### config.mk
export PLATFORM = sky130hd
export DESIGN_NAME = ptsb_ctrl
export DESIGN_NICKNAME = d
export VERILOG_FILES = /design/src/hw/rtl/ptsb_pkg.sv /design/src/hw/rtl/ptsb_ctrl.sv
export SDC_FILE = /design/constraint.sdc
export NUM_CORES = 1
export LEC_CHECK = 0
export BUFFER_PORTS_ARGS = -buffer_cell sky130_fd_sc_hd__buf_2
export CORE_ASPECT_RATIO = 1.75
export CORE_MARGIN = 2
export CORE_UTILIZATION = 35
export CTS_CLUSTER_SIZE = 8
export DETAILED_ROUTE_END_ITERATION = 6
export HOLD_SLACK_MARGIN = 0.03
export PLACE_DENSITY_LB_ADDON = 0.1
export SLEW_MARGIN = 0
export SYNTH_ARGS = -nofsm -noshare
export SYNTH_HDL_FRONTEND = slang
export SYNTH_SLANG_ARGS = --single-unit
export TNS_END_PERCENT = 10
### constraint.sdc
create_clock -name aclk -period 2.65 [get_ports aclk]
set_clock_uncertainty 0.2 [all_clocks]
set_input_delay 0.6625 -clock aclk [delete_from_list [all_inputs] [get_ports aclk]]
set_output_delay 0.6625 -clock aclk [all_outputs]
set_load 0.02 [all_outputs]
### src/hw/rtl/ptsb_pkg.sv
package ptsb_pkg;

    localparam int NUM_BINS     = 16384;
    localparam int CORDIC_STEPS = 18;

    localparam int BIN_W      = $clog2(NUM_BINS);
    localparam int CI_W       = (CORDIC_STEPS > 1) ? $clog2(CORDIC_STEPS) : 1;
    localparam int CNT_W      = 5;
    localparam int COORD_W    = 20;
    localparam int ANG_W      = 19;
    localparam int STEP_W     = 18;
    localparam int DIST_W     = 20;
    localparam int BINO_W     = 14;
    localparam int STAT_W     = 3;
    localparam int SQ_W       = 41;
    localparam int SQRT_LAST  = 20;
    localparam int DIV_W      = 20;
    localparam int CORDIC_W   = 48;
    localparam int CORDIC_SH  = 24;
    localparam int ZACC_W     = 36;
    localparam int ANGO_W     = 20;
    localparam int APB_AW     = 5;

    // register indexes
    localparam logic [2:0] REG_HEIGHT_LOW  = 3'd0;
    localparam logic [2:0] REG_HEIGHT_HIGH = 3'd1;
    localparam logic [2:0] REG_HANGLE_LOW  = 3'd2;
    localparam logic [2:0] REG_HANGLE_HIGH = 3'd3;
    localparam logic [2:0] REG_HANGLE_STEP = 3'd4;
    localparam logic [2:0] REG_VANGLE_LOW  = 3'd5;
    localparam logic [2:0] REG_VANGLE_HIGH = 3'd6;
    localparam logic [2:0] REG_MIN_DIST    = 3'd7;

    localparam logic signed [COORD_W-1:0] RST_HEIGHT_LOW  = -20'sd1000;
    localparam logic signed [COORD_W-1:0] RST_HEIGHT_HIGH = 20'sd1000;
    localparam logic signed [ANG_W-1:0]   RST_HANGLE_LOW  = -19'sd205887;
    localparam logic signed [ANG_W-1:0]   RST_HANGLE_HIGH = 19'sd205887;
    localparam logic [STEP_W-1:0]         RST_HANGLE_STEP = 18'd36;
    localparam logic signed [ANG_W-1:0]   RST_VANGLE_LOW  = -19'sd114;
    localparam logic signed [ANG_W-1:0]   RST_VANGLE_HIGH = 19'sd114;
    localparam logic [DIST_W-1:0]         RST_MIN_DIST    = 20'd500;

    localparam logic CMD_BIN  = 1'b0;
    localparam logic CMD_READ = 1'b1;

    typedef enum logic [STAT_W-1:0] {
        STAT_OK     = 3'd0,
        STAT_HEIGHT = 3'd1,
        STAT_NEAR   = 3'd2,
        STAT_VANG   = 3'd3,
        STAT_HANG   = 3'd4
    } status_t;

    typedef enum logic [1:0] {
        OUT_POINT  = 2'd0,
        OUT_REJECT = 2'd1,
        OUT_READ   = 2'd2
    } out_kind_t;

    typedef struct packed {
        logic signed [COORD_W-1:0] height_low;
        logic signed [COORD_W-1:0] height_high;
        logic signed [ANG_W-1:0]   hangle_low;
        logic signed [ANG_W-1:0]   hangle_high;
        logic [STEP_W-1:0]         hangle_step;
        logic signed [ANG_W-1:0]   vangle_low;
        logic signed [ANG_W-1:0]   vangle_high;
        logic [DIST_W-1:0]         min_distance;
    } cfg_t;

    typedef struct packed {
        logic      accept;
        logic      mul_x;
        logic      mul_y;
        logic      sqrt_init;
        logic      sqrt_step;
        logic      cordic_load;
        logic      cordic_vert;
        logic      cordic_step;
        logic      div_init;
        logic      div_step;
        logic      calc_idx;
        logic      rd_bin;
        logic      rd_point;
        logic      save_read;
        logic      save_point;
        logic      clr_step;
        logic      load_out;
        out_kind_t kind;
        status_t   code;
    } ptsb_cmd_t;

    typedef struct packed {
        logic is_read;
        logic cnt_last;
        logic clr_last;
        logic height_fail;
        logic near_fail;
        logic vang_fail;
        logic hang_fail;
    } ptsb_sts_t;

    typedef logic signed [ZACC_W-1:0] atan_tab_t [CORDIC_STEPS];

    // unsigned quotient by shift and subtract, elaboration only
    function automatic longint unsigned udiv64(input longint unsigned num,
                                               input longint unsigned den);
        longint unsigned q;
        longint unsigned r;
        q = 0;
        r = 0;
        for (int b = 63; b >= 0; b--) begin
            r = (r << 1) | ((num >> b) & 64'd1);
            if (r >= den) begin
                r = r - den;
                q = q | (64'd1 << b);
            end
        end
        return q;
    endfunction

    // atan(1/n) in units of 2^-40 rad by the alternating series, elaboration only
    function automatic longint unsigned atan_inv(input longint unsigned n);
        longint unsigned term;
        longint unsigned sum;
        longint unsigned nn;
        longint unsigned t;
        term = udiv64(64'd1 << 40, n);
        sum  = 0;
        nn   = n * n;
        for (int k = 0; k < 48; k++) begin
            if (term != 0) begin
                t = udiv64(term, 64'(2 * k + 1));
                if (k[0] == 1'b0) begin
                    sum = sum + t;
                end else begin
                    sum = sum - t;
                end
                term = udiv64(term, nn);
            end
        end
        return sum;
    endfunction

    function automatic atan_tab_t build_atan_tab();
        atan_tab_t       tab;
        longint unsigned a;
        for (int i = 0; i < CORDIC_STEPS; i++) begin
            if (i == 0) begin
                a = atan_inv(64'd2) + atan_inv(64'd3);
            end else begin
                a = atan_inv(64'd1 << i);
            end
            tab[i] = ZACC_W'((a + 64'd128) >> 8);
        end
        return tab;
    endfunction

    function automatic longint unsigned calc_half_pi();
        longint unsigned a1;
        a1 = atan_inv(64'd2) + atan_inv(64'd3);
        return (2 * a1 + 64'd128) >> 8;
    endfunction

    localparam atan_tab_t ATAN_TAB = build_atan_tab();
    localparam logic signed [ZACC_W-1:0] HALF_PI = ZACC_W'(calc_half_pi());

endpackage

### src/hw/rtl/ptsb_ctrl.sv
module ptsb_ctrl (
    input  logic                aclk,
    input  logic                aresetn,
    input  logic                s_valid,
    output logic                s_ready,
    output logic                m_valid,
    input  logic                m_ready,
    input  ptsb_pkg::ptsb_sts_t sts,
    output ptsb_pkg::ptsb_cmd_t cmd
);

    typedef enum logic [4:0] {
        S_CLEAR,
        S_IDLE,
        S_DISPATCH,
        S_MUL_Y,
        S_SQ_INIT,
        S_SQRT,
        S_CHECK,
        S_CORDIC_V,
        S_CHECK_V,
        S_CORDIC_H,
        S_CHECK_H,
        S_DIV,
        S_IDX,
        S_MEM_RD,
        S_CMP,
        S_RD_DONE,
        S_DONE
    } state_t;

    state_t                   state_reg, state_next;
    logic                     m_valid_reg, m_valid_next;
    ptsb_pkg::out_kind_t      kind_reg, kind_next;
    ptsb_pkg::status_t        code_reg, code_next;

    assign s_ready = (state_reg == S_IDLE);
    assign m_valid = m_valid_reg;

    always_comb begin
        state_next   = state_reg;
        kind_next    = kind_reg;
        code_next    = code_reg;
        m_valid_next = m_valid_reg;
        cmd          = '0;
        cmd.kind     = kind_reg;
        cmd.code     = code_reg;
        if (m_valid_reg && m_ready) begin
            m_valid_next = 1'b0;
        end
        case (state_reg)
            S_CLEAR: begin
                cmd.clr_step = 1'b1;
                if (sts.clr_last) begin
                    state_next = S_IDLE;
                end
            end
            S_IDLE: begin
                if (s_valid) begin
                    cmd.accept = 1'b1;
                    state_next = S_DISPATCH;
                end
            end
            S_DISPATCH: begin
                if (sts.is_read) begin
                    cmd.rd_bin = 1'b1;
                    state_next = S_RD_DONE;
                end else begin
                    cmd.mul_x  = 1'b1;
                    state_next = S_MUL_Y;
                end
            end
            S_MUL_Y: begin
                cmd.mul_y  = 1'b1;
                state_next = S_SQ_INIT;
            end
            S_SQ_INIT: begin
                cmd.sqrt_init = 1'b1;
                state_next    = S_SQRT;
            end
            S_SQRT: begin
                cmd.sqrt_step = 1'b1;
                if (sts.cnt_last) begin
                    state_next = S_CHECK;
                end
            end
            S_CHECK: begin
                if (sts.height_fail) begin
                    kind_next  = ptsb_pkg::OUT_REJECT;
                    code_next  = ptsb_pkg::STAT_HEIGHT;
                    state_next = S_DONE;
                end else if (sts.near_fail) begin
                    kind_next  = ptsb_pkg::OUT_REJECT;
                    code_next  = ptsb_pkg::STAT_NEAR;
                    state_next = S_DONE;
                end else begin
                    cmd.cordic_load = 1'b1;
                    cmd.cordic_vert = 1'b1;
                    state_next      = S_CORDIC_V;
                end
            end
            S_CORDIC_V: begin
                cmd.cordic_step = 1'b1;
                if (sts.cnt_last) begin
                    state_next = S_CHECK_V;
                end
            end
            S_CHECK_V: begin
                if (sts.vang_fail) begin
                    kind_next  = ptsb_pkg::OUT_REJECT;
                    code_next  = ptsb_pkg::STAT_VANG;
                    state_next = S_DONE;
                end else begin
                    cmd.cordic_load = 1'b1;
                    state_next      = S_CORDIC_H;
                end
            end
            S_CORDIC_H: begin
                cmd.cordic_step = 1'b1;
                if (sts.cnt_last) begin
                    state_next = S_CHECK_H;
                end
            end
            S_CHECK_H: begin
                if (sts.hang_fail) begin
                    kind_next  = ptsb_pkg::OUT_REJECT;
                    code_next  = ptsb_pkg::STAT_HANG;
                    state_next = S_DONE;
                end else begin
                    cmd.div_init = 1'b1;
                    state_next   = S_DIV;
                end
            end
            S_DIV: begin
                cmd.div_step = 1'b1;
                if (sts.cnt_last) begin
                    state_next = S_IDX;
                end
            end
            S_IDX: begin
                cmd.calc_idx = 1'b1;
                state_next   = S_MEM_RD;
            end
            S_MEM_RD: begin
                cmd.rd_point = 1'b1;
                state_next   = S_CMP;
            end
            S_CMP: begin
                cmd.save_point = 1'b1;
                kind_next      = ptsb_pkg::OUT_POINT;
                code_next      = ptsb_pkg::STAT_OK;
                state_next     = S_DONE;
            end
            S_RD_DONE: begin
                cmd.save_read = 1'b1;
                kind_next     = ptsb_pkg::OUT_READ;
                code_next     = ptsb_pkg::STAT_OK;
                state_next    = S_DONE;
            end
            S_DONE: begin
                // wait for the output register to free up
                if (!m_valid_reg || m_ready) begin
                    cmd.load_out = 1'b1;
                    m_valid_next = 1'b1;
                    state_next   = S_IDLE;
                end
            end
            default: begin
                state_next = S_IDLE;
            end
        endcase
    end

    always_ff @(posedge aclk) begin
        if (!aresetn) begin
            state_reg   <= S_CLEAR;
            m_valid_reg <= 1'b0;
            kind_reg    <= ptsb_pkg::OUT_POINT;
            code_reg    <= ptsb_pkg::STAT_OK;
        end else begin
            state_reg   <= state_next;
            m_valid_reg <= m_valid_next;
            kind_reg    <= kind_next;
            code_reg    <= code_next;
        end
    end

endmodule

==> reports/results.ini <==
[status]
run_status = finished clean

[die]
die_height_um = 69.8
dieArea_um2 = 2900
num_io_pins = 35
start_util = 0.371
std_cell_rows = 23
core-area_um2 = 2330
die_w_um = 41.6

[timing]
fmax_ghz = 0.397
hold_viol_final = 0
fin_tns_setup_ns = 0
hold-worst-slack_ns = 0.259
timing.final.crit_share = 0.951
drv_slew = 0
worstMarginPinSlew_ns = 0.529
final.min_clock_period_ns = 2.52
setup_violations = 0
rsz0062_at_grt = no
slew_headroom = 0.647

[cts]
clk_pin_slew_ns = 0.05
post-cts-setup-buffers = 0
ctsHoldBuffers = 0
cts_tree = built
cts_root_buf = clkbuf_8
clk_latency_ns = 0.24
cts.sinks = 11
cts_buffer_depth = 2
cts-buffers-inserted = 3
h-tree-depth = 1
cts_resized = 0

[placement]
post-dp-hpwl_um = 1910
place_congestion = 0.779
numPortBuffers = 34

[logic_synthesis]
synth_area_um2 = 865
synth-seq-cells = 11
syn-num-nets = 124
synthFlopType = dfxtp_1
syn_avg_cell_area_um2 = 7.65
yosysSeqAreaShare = 0.255
synth_warnings = 0
synth_cell_types = 43
syn_inst = 113
async_flop_share = 0
synth-edff-count = 0

[grt]
grt_max_degree = 15
antenna_found_initial = 0
grt_pass1_wl_um = 4110
grtUsageTotal = 0.178
grt_pass1_vias = 868
grt.busiest_layer = met2
grt_overflow = 0
grtUsageMet3 = 0.0130
use_met1 = 0.219
use_met2 = 0.304

[worst_setup_path]
crit_buf_inv = 2
cp_max_fo = 14
critPathRequiredTime_ns = 1.79
cpMaxStageDelayCell = dfxtp_1
crit_chain = nand2b_1 -> or3_4 -> inv_1 -> buf_2
crit_type = reg2out
max_stage_delay_ns = 0.45
cp_top_family = simple AND/OR/NAND/NOR gates
start_kind = flop
worstPathArrival_ns = 1.66
worst_setup_path_end_kind = primary output

[power]
irDropWorstVdd_uv = 453
leakage_nw = 0.558
p_per_area_nw_per_um2 = 824
p_seq_frac = 0.234
switching_share = 0.451
clkPwrFrac = 0.184
finalPower_uw = 919
p_comb_frac = 0.581
netSwitchingPower_uw = 414
intPower_uw = 504

[cells_and_area]
mostFrequentLayoutCells = 34 x buf_2, 16 x nor2_1, 11 x dfxtp_1
antenna_cells = 0
drive_above_1_share = 0.349
num-nets-final = 161
largest_reg_flops = 5
area_delta_synth_final_pct = 28.9
mostFrequentLayoutCell = buf_2

[detailed_routing]
viasPerCell = 5.47
first_pass_iters = 4
wl_per_cell_um = 14.1
drtIter0Drc = 34
routed_wirelength_um = 2460
drcViolationCount = 0
ant_nets = 0
vias = 952

[job]
max_cap_violations = 0

[worst_hold_path]
min-delay-path-class = reg2reg

cell type report:
class | count | area (um^2)
fillers | 256 | 1220
multi-input cells | 87 | 577
flip-flops and latches | 11 | 220
repair buffers | 40 | 215
clock buffers | 4 | 45.0
well taps | 25 | 31.3
inverters | 7 | 26.3
power groups by stage:
| stage | registers (mW) | logic [mW] | clock network (mW) |
|---|---|---|---|
| after floorplan | 0.210 | 0.401 | 0 |
| after global placement | 0.218 | 0.529 | 0 |
| after detailed placement | 0.218 | 0.534 | 0 |
| after CTS | 0.215 | 0.536 | 0.176 |
| after global routing | 0.219 | 0.591 | 0.181 |
| final | 0.215 | 0.534 | 0.169 |
metrics by stage:
stage	worst slack, ns	util	std cells	instance area [um^2]
after floorplan	0.427	-	113	865
after global placement	0.355	0.459	170	1070
after detailed placement	0.352	0.459	170	1070
after CTS	0.124	0.478	174	1110
after global routing	0.0519	0.478	174	1110
final	0.130	0.478	174	1110
worst paths after layout:
path	startpoint	to	slack, ns	cells after the start
max	state_reg[2]$_SDFFE_PN0P_	cmd[13]	0.13	4
min	code_reg[2]$_SDFFE_PN0P_	code_reg[2]$_SDFFE_PN0P_	0.26	2
max reg2reg	state_reg[2]$_SDFFE_PN0P_	kind_reg[0]$_SDFFE_PN0P_	0.60	5
min reg2reg	code_reg[2]$_SDFFE_PN0P_	code_reg[2]$_SDFFE_PN0P_	0.26	2
cells by family (layout without fill, tap and decap cells):
kind of cell,Yosys count,in the layout,synth area share
flip-flops,11,11,0.255
XOR/XNOR,1,1,0.0101
buffers and inverters,15,51,0.0781
AO/OA/AOI/OAI,30,30,0.285
multiplexers,3,3,0.0362
AND/OR/NAND/NOR,53,53,0.336
per-layer routing:
metal | part of all wire | vias up | wire length (um)
li1 | - | 477 | -
met1 | 0.43 | 437 | 1050
met2 | 0.51 | 33 | 1250
met3 | 0.046 | 5 | 113
met4 | 0.019 | 0 | 46
met5 | 0 | - | 0
worst register-to-register path, stage by stage (launching register included):
cell	delay (ns)
dfxtp_1	0.60
nor2b_1	0.12
buf_4	0.17
a311oi_2	0.49
inv_1	0.13
o211a_1	0.22
synthesized netlist by cell type (2+ instances only):
| cell | instances | area, um^2 |
|---|---|---|
| and2_1 | 2 | 12.5 |
| nand3_1 | 3 | 15.0 |
| o22ai_1 | 4 | 25.0 |
| dfxtp_1 | 11 | 220 |
| buf_2 | 6 | 30.0 |
| o211ai_1 | 2 | 15.0 |
| nor3_1 | 4 | 20.0 |
| o21a_1 | 2 | 15.0 |
| a311oi_2 | 2 | 30.0 |
| a21oi_1 | 5 | 25.0 |
| nand2_1 | 6 | 22.5 |
| a31oi_1 | 2 | 12.5 |
| nor2_1 | 16 | 60.1 |
| nand2b_1 | 4 | 25.0 |
| a21boi_0 | 2 | 15.0 |
| o311a_1 | 2 | 20.0 |
| nor2b_1 | 7 | 43.8 |
| mux2i_1 | 2 | 20.0 |
| inv_1 | 6 | 22.5 |
| or2_2 | 2 | 12.5 |
(Power assumes the default switching activity.)
